$ cat src/decaying_multitap_ring_delay_core_macros.svh
// Assertion macros for the multitap ring delay core.
// Included by the top level; no other dependencies.
`ifndef DECAYING_MULTITAP_RING_DELAY_CORE_MACROS_SVH
`define DECAYING_MULTITAP_RING_DELAY_CORE_MACROS_SVH
`ifndef SYNTH
`define DMRD_ASSERT_IMPL(label, ante, cons) \
  label: assert property (@(posedge clk) disable iff (rst) (ante) |-> (cons)) \
    else $error("assertion failed");
`define DMRD_ASSERT_NEXT(label, ante, cons) \
  label: assert property (@(posedge clk) disable iff (rst) (ante) |=> (cons)) \
    else $error("assertion failed");
`else
`define DMRD_ASSERT_IMPL(label, ante, cons)
`define DMRD_ASSERT_NEXT(label, ante, cons)
`endif
`endif

$ cat src/dmrd_pkg.sv
// Package for the multitap ring delay: constants, payload structs, FSM codes.
// No dependencies.
package dmrd_pkg;
  localparam int DelayDepth  = 32768;
  localparam int OutChannels = 8;
  localparam int AW = $clog2(DelayDepth);
  localparam int LW = AW + 1;
  localparam int CW = (OutChannels > 1) ? $clog2(OutChannels) : 1;
  localparam int LenMin = 500;
  localparam logic [15:0] FadeReset = 16'd64881;
  localparam logic [15:0] LenReset  = 16'd32768;
  localparam logic [6:0]  NeighGain = 7'd66;
  localparam logic signed [23:0] StoreMax = 24'sh7FFFFF;
  localparam logic signed [23:0] StoreMin = -24'sh800000;

  typedef enum logic [1:0] {
    CMD_DECAY = 2'd0,
    CMD_MIC   = 2'd1,
    CMD_READ  = 2'd2,
    CMD_NONE  = 2'd3
  } cmd_t;

  localparam logic CFG_FADE = 1'b0;
  localparam logic CFG_LEN  = 1'b1;

  typedef struct packed {
    logic [1:0]         command;
    logic signed [15:0] mic_a;
    logic signed [15:0] mic_b;
  } in_item_t;

  typedef struct packed {
    logic [2:0]         channel;
    logic signed [23:0] sample_out;
    logic               last;
  } out_item_t;

  typedef enum logic [3:0] {
    ST_CLEAR, ST_IDLE, ST_POS, ST_GROW,
    ST_DEC_RD, ST_DEC_MUL, ST_DEC_WR,
    ST_MA_RD, ST_MA_WR, ST_MB_RD, ST_MB_WR,
    ST_RD_RD, ST_RD_OUT
  } state_t;

  // controller -> datapath
  typedef struct packed {
    state_t st;
    logic   ld_item;
    logic   out_take;
  } dp_cmd_t;

  // datapath -> controller
  typedef struct packed {
    logic at_end;   // index reached its bound
    logic out_full;
  } dp_stat_t;

  function automatic logic signed [23:0] sat24(input logic signed [49:0] v);
    if (v > 50'(StoreMax)) return StoreMax;
    else if (v < 50'(StoreMin)) return StoreMin;
    else return v[23:0];
  endfunction
endpackage

$ cat src/dmrd_ctrl.sv
// Controller state machine of the multitap ring delay.
// Uses dmrd_pkg; drives the datapath through dp_cmd_t.
module dmrd_ctrl (
  input  logic               clk,
  input  logic               rst,
  input  logic               in_valid,
  output logic               in_stall,
  input  logic [1:0]         in_cmd,
  input  logic               cfg_len_wr,
  input  dmrd_pkg::dp_stat_t stat,
  input  logic               out_stall,
  output dmrd_pkg::dp_cmd_t  cmd
);
  import dmrd_pkg::*;
  state_t state, state_next;

  always_ff @(posedge clk) begin
    if (rst) state <= ST_CLEAR;
    else state <= state_next;
  end

  always_comb begin
    state_next   = state;
    in_stall     = 1'b1;
    cmd.st       = state;
    cmd.ld_item  = 1'b0;
    cmd.out_take = 1'b0;
    unique case (state)
      ST_CLEAR:   if (stat.at_end) state_next = ST_IDLE;
      ST_IDLE: begin
        if (cfg_len_wr) state_next = ST_GROW;
        else begin
          in_stall = 1'b0;
          if (in_valid) begin
            cmd.ld_item = 1'b1;
            priority case (in_cmd)
              CMD_DECAY: state_next = ST_DEC_RD;
              CMD_MIC:   state_next = ST_MA_RD;
              CMD_READ:  state_next = ST_RD_RD;
              default:   state_next = ST_IDLE;
            endcase
          end
        end
      end
      ST_GROW:    if (stat.at_end) state_next = ST_POS;
      ST_POS:     if (stat.at_end) state_next = ST_IDLE;
      ST_DEC_RD:  state_next = ST_DEC_MUL;
      ST_DEC_MUL: state_next = ST_DEC_WR;
      ST_DEC_WR:  state_next = stat.at_end ? ST_IDLE : ST_DEC_RD;
      ST_MA_RD:   state_next = ST_MA_WR;
      ST_MA_WR:   state_next = ST_MB_RD;
      ST_MB_RD:   state_next = ST_MB_WR;
      ST_MB_WR:   state_next = ST_IDLE;
      ST_RD_RD:   state_next = ST_RD_OUT;
      ST_RD_OUT: begin
        if (!stat.out_full || !out_stall) begin
          cmd.out_take = 1'b1;
          state_next = stat.at_end ? ST_IDLE : ST_RD_RD;
        end
      end
      default:    state_next = ST_IDLE;
    endcase
  end
endmodule

$ cat config.mk
export PLATFORM = sky130hd
export DESIGN_NAME = dmrd_ctrl
export DESIGN_NICKNAME = d
export VERILOG_FILES = /design/src/decaying_multitap_ring_delay_core_macros.svh /design/src/dmrd_pkg.sv /design/src/dmrd_ctrl.sv
export SDC_FILE = /design/constraint.sdc
export NUM_CORES = 1
export LEC_CHECK = 0
export ABC_CLOCK_PERIOD_IN_PS = 1700
export BUFFER_PORTS_ARGS = -buffer_cell sky130_fd_sc_hd__buf_2
export CORE_MARGIN = 2
export CORE_UTILIZATION = 28
export CTS_BUF_LIST = sky130_fd_sc_hd__clkbuf_4 sky130_fd_sc_hd__clkbuf_8
export CTS_CLUSTER_DIAMETER = 200
export CTS_CLUSTER_SIZE = 25
export DETAILED_ROUTE_END_ITERATION = 10
export PLACE_DENSITY = 0.57
export SYNTH_ARGS = -nofsm -noshare
export SYNTH_HDL_FRONTEND = slang
export SYNTH_SLANG_ARGS = --single-unit
$ cat constraint.sdc
create_clock -name clk -period 1.7 [get_ports clk]
set_input_delay 0.34 -clock clk [delete_from_list [all_inputs] [get_ports clk]]
set_output_delay 0.34 -clock clk [all_outputs]
set_load 0.05 [all_outputs]
Yosys cells after proc, flatten, opt, wreduce, memory -nomap -nowiden:

Index checks and enable logic that the tools add are counted.

* reduce and logical (&&, ||, !) cells: 7
* muxes and demuxes: 16
* equal/unequal tests: 17

Operators by type and width (number)
* one-hot mux 4 bit (11 select lines): 1
* two-way mux 4 bit: 6
* equality test 4 x 3 -> 1 bit (second input constant): 4
* equality test 4 bit (second input constant): 4
* one-hot mux 4 bit (3 select lines): 1
* equality test 4 x 2 -> 1 bit (second input constant): 2
* two-way mux 1 bit: 7
* equality test 4 x 1 -> 1 bit (second input constant): 1
* zero test 4 bit: 1
* != test 2 bit (second input constant): 2
* AND reduction 4 bit: 1
* two-way mux 3 bit: 1
* != test 3 bit (second input constant): 1
* equality test 2 x 1 -> 1 bit (second input constant): 1
* equality test 2 bit (second input constant): 1
* zero test 1 bit: 2
* zero test 2 bit: 1
* != test 2 x 1 -> 1 bit (second input constant): 1
* OR reduction 2 bit: 1
* logical OR 1 bit: 1

* output and inout port bits: 7
* bits in registers: 4
* logic and storage cells: 41

Longest topological paths before layout:

* depth after elaboration: 5
* gate-level depth with buffers: 5
* depth with buffers taken out: 5

Worst setup path after synthesis:

No wires, ideal clock.

* path type: register -> output
* from: register state[3]
* to: output port cmd[0] (netlist bit)
* data arrival time: 2.487 ns
* path slack: -1.127 ns
* stages on the path, launching flop included: 3
* path buffers: 0
* cell sequence: dfxtp_1 -> nor2b_2 -> nor4bb_1

RTL lines
* start, declared: RTL line dmrd_ctrl.sv:15 `state_t state, state_next;`
* start signal, assigned: RTL line dmrd_ctrl.sv:19 `else state <= state_next;`
* end, declared: RTL line dmrd_ctrl.sv:12 `output dmrd_pkg::dp_cmd_t cmd`

==> results.sh <==
export IMPL_critPathSlowestCell="dfxtp_2"
export IMPL_port_buffer_count=15
export IMPL_h_tree_depth=1
export IMPL_syn_to_final_growth_pct=42.2
export IMPL_p_sw_mw=0.116
export IMPL_hpwl_um=876
export IMPL_synth_seq_area_share_pct=17.5
export IMPL_grt_max_degree=15
export IMPL_clk_path_buf_depth=2
export IMPL_wl_per_cell_um=12.7
export IMPL_row_count=14
export IMPL_ys_flop_type="dfxtp_1"
export IMPL_path_class="reg2out"
export IMPL_leakage_nw=0.293
export IMPL_crit_fanout=14
export IMPL_power_total_mw=0.350
export IMPL_fin_nets=91
export IMPL_ys_ff_latch=4
export IMPL_rsz0062_at_grt="no"
export IMPL_vias=527
export IMPL_ys_warn_count=0
export IMPL_period_needed_ps=1600
export IMPL_holdBufCountCts=0
export IMPL_synthCells=60
export IMPL_required_ps=1360
export IMPL_die_h_um=44.4
export IMPL_finalSetupViolCount=0
export IMPL_layout_drive_gt1_share_pct=41.6
export IMPL_place_inst=88
export IMPL_crit_arrival_ps=1260
export IMPL_synth_edff_count=0
export IMPL_diodes=0
export IMPL_initial_core_util_pct=30.0
export IMPL_fin_ws_ps=101
export IMPL_power_frac_clock_pct=43.1
export IMPL_core_area_sq_um=1520
export IMPL_powerDensity_nw_per_um2=540
export IMPL_drc=0
export IMPL_tns_ps=0
export IMPL_global_route_usage_total_pct=13.3
export IMPL_largest_reg_flops=4
export IMPL_syn_num_nets=73
export IMPL_numClockSinks=4
export IMPL_final_area_sq_um=649
export IMPL_first_iter_violations=19
export IMPL_clock_skew_ps=7.51
export IMPL_layout_worst_path_cycle_share_pct=94.1
export IMPL_grt_pass1_wl_um=1900
export IMPL_vdd_drop_max_v=0.000359
export IMPL_syn_cell_area_sq_um=457
export IMPL_grt_overflow=0
export IMPL_worst_slew_pin_slew_ps=277
export IMPL_cts_buffers=3
export IMPL_max_flop_register="state"
export IMPL_report_final_slew_viol_count=0
export IMPL_die_w_um=44.4
export IMPL_critPathMaxStageDelay_ps=390
export IMPL_cp_cell_sequence="nor2_2 -> nand3_4 -> nor2_4 -> clkbuf_4"
export IMPL_antenna_found_initial=0
export IMPL_p_int_mw=0.234
export IMPL_power_switching_share_pct=33.1
export IMPL_clock_fmax_mhz=625
export IMPL_cts_clk_slew_worst_paths_ps=40
export IMPL_combPwrFrac_pct=26.6
export IMPL_wl_um=1180
export IMPL_maxSlewHeadroom_pct=81.5
export IMPL_drtAntennaViolNets=0
export IMPL_ys_types=34
export IMPL_fillers=170
export IMPL_dr_pass1_iters=4
export IMPL_final_hold_viol_count=0
export IMPL_grt_pass1_vias=453
export IMPL_instances_no_fill=93
export IMPL_dpl_cell_area_sq_um=588
export IMPL_cap_violations=0
export IMPL_cp_start_kind="flop"
export IMPL_reg_top3="state: 4 flops"
export IMPL_critPathCaptureType="output port"
export IMPL_final_core_util_pct=42.6
export IMPL_hold_ws_ps=327
export IMPL_status="complete, no violations"
export IMPL_ys_async_sr_fraction_pct=0
export IMPL_avgSynthCellArea_sq_um=7.61
export IMPL_regArea_sq_um=92.6
export IMPL_clk_latency_ps=240
export IMPL_vias_per_cell=5.67
export IMPL_ioPinCount=16
export IMPL_dp_slack_ps=113
export IMPL_routabilityCongestion=0.742
export IMPL_pwr_share_seq_pct=30.3
export IMPL_hp_class="in2reg"
export IMPL_design_die_area_sq_um=1970
export IMPL_cts_tree="built"
export IMPL_cts_root_buffer="clkbuf_4"
export IMPL_multiInputGateArea_sq_um=389
-- synth_stat cells (2+ instances only) --
| cell type | number | area share (%) |
|---|---|---|
| nand4_1 | 2 | 2.7 |
| o21ai_0 | 2 | 2.2 |
| inv_1 | 5 | 4.1 |
| nor2_1 | 6 | 4.9 |
| o31ai_1 | 2 | 3.3 |
| nand3_1 | 2 | 2.2 |
| or3_1 | 2 | 2.7 |
| clkbuf_1 | 3 | 2.5 |
| dfxtp_1 | 4 | 18 |
| nor3_1 | 3 | 3.3 |
| o21a_1 | 2 | 3.3 |
| nand2b_1 | 2 | 2.7 |
| ha_1 | 4 | 11 |
-- placed cells by master, fill, tap and decap left out, types with 2 or more instances in the layout --
master and instances:
buf_2 13, buf_4 2, clkbuf_4 5, dfxtp_4 3, ha_1 4, inv_1 5
nand2b_1 2, nand4_1 2, nor2_1 3, nor2_4 2, nor3_1 3, o21a_1 2
o21ai_0 2, o31ai_1 2, or3_1 2
-- critical path: cells and delay by family (launching register included) --
kind                   cells  cell delay [ps]
and+or+nand+nor            3              400
buffers and inverters      1              220
DFF                        1              390
-- power groups by stage --
stage | clock network, mW | logic, mW | registers [mW]
6_report | 0.151 | 0.0931 | 0.106
5_1_grt | 0.171 | 0.102 | 0.107
4_1_cts | 0.160 | 0.0925 | 0.106
3_5_place_dp | 0 | 0.0924 | 0.108
3_3_place_gp | 0 | 0.0925 | 0.108
2_1_floorplan | 0 | 0.0589 | 0.111
-- path summary, 6_finish.rpt --
check	start	to	slack, ps	cells past startpoint
worst max-delay path	state[1]	cmd[1]	100	4
worst min-delay path	rst	state[3]	330	2
worst max register to register	state[3]	state[1]	160	4
worst min register to register	state[1]	state[1]	620	2
-- layer usage --
metal / global-route usage [%] / wire length, um / share of wire (%) / up-vias
met5: 0 / 0 / 0 / -
met4: 5.45 / 0 / 0 / 0
met3: 6.12 / 74 / 6.3 / 0
met2: 19.1 / 596 / 50 / 18
met1: 17.0 / 512 / 43 / 253
li1: - / - / - / 256
-- cell type report --
type,instances,area share [%]
multi-input cells,47,59.9
clock buffers,4,4.62
well taps,16,3.08
flip-flops and latches,4,14.3
repair buffers,17,15.2
inverters,5,2.89
-- logic make-up (layout without fill, tap and decap cells) --
logic type | after synthesis | after routing | synth area share (%)
fa+ha+maj | 4 | 4 | 11.0
buf+inv | 9 | 26 | 8.22
flops | 4 | 4 | 17.5
simple gates | 26 | 26 | 33.4
compound gates | 17 | 17 | 29.9
-- timing repair --
action                                  CTS  global route
resized for setup                         2             5
setup buffers                             0             1
endpoints found under the setup margin    2             2
Note: power is estimated with default switching activity, not from simulation.
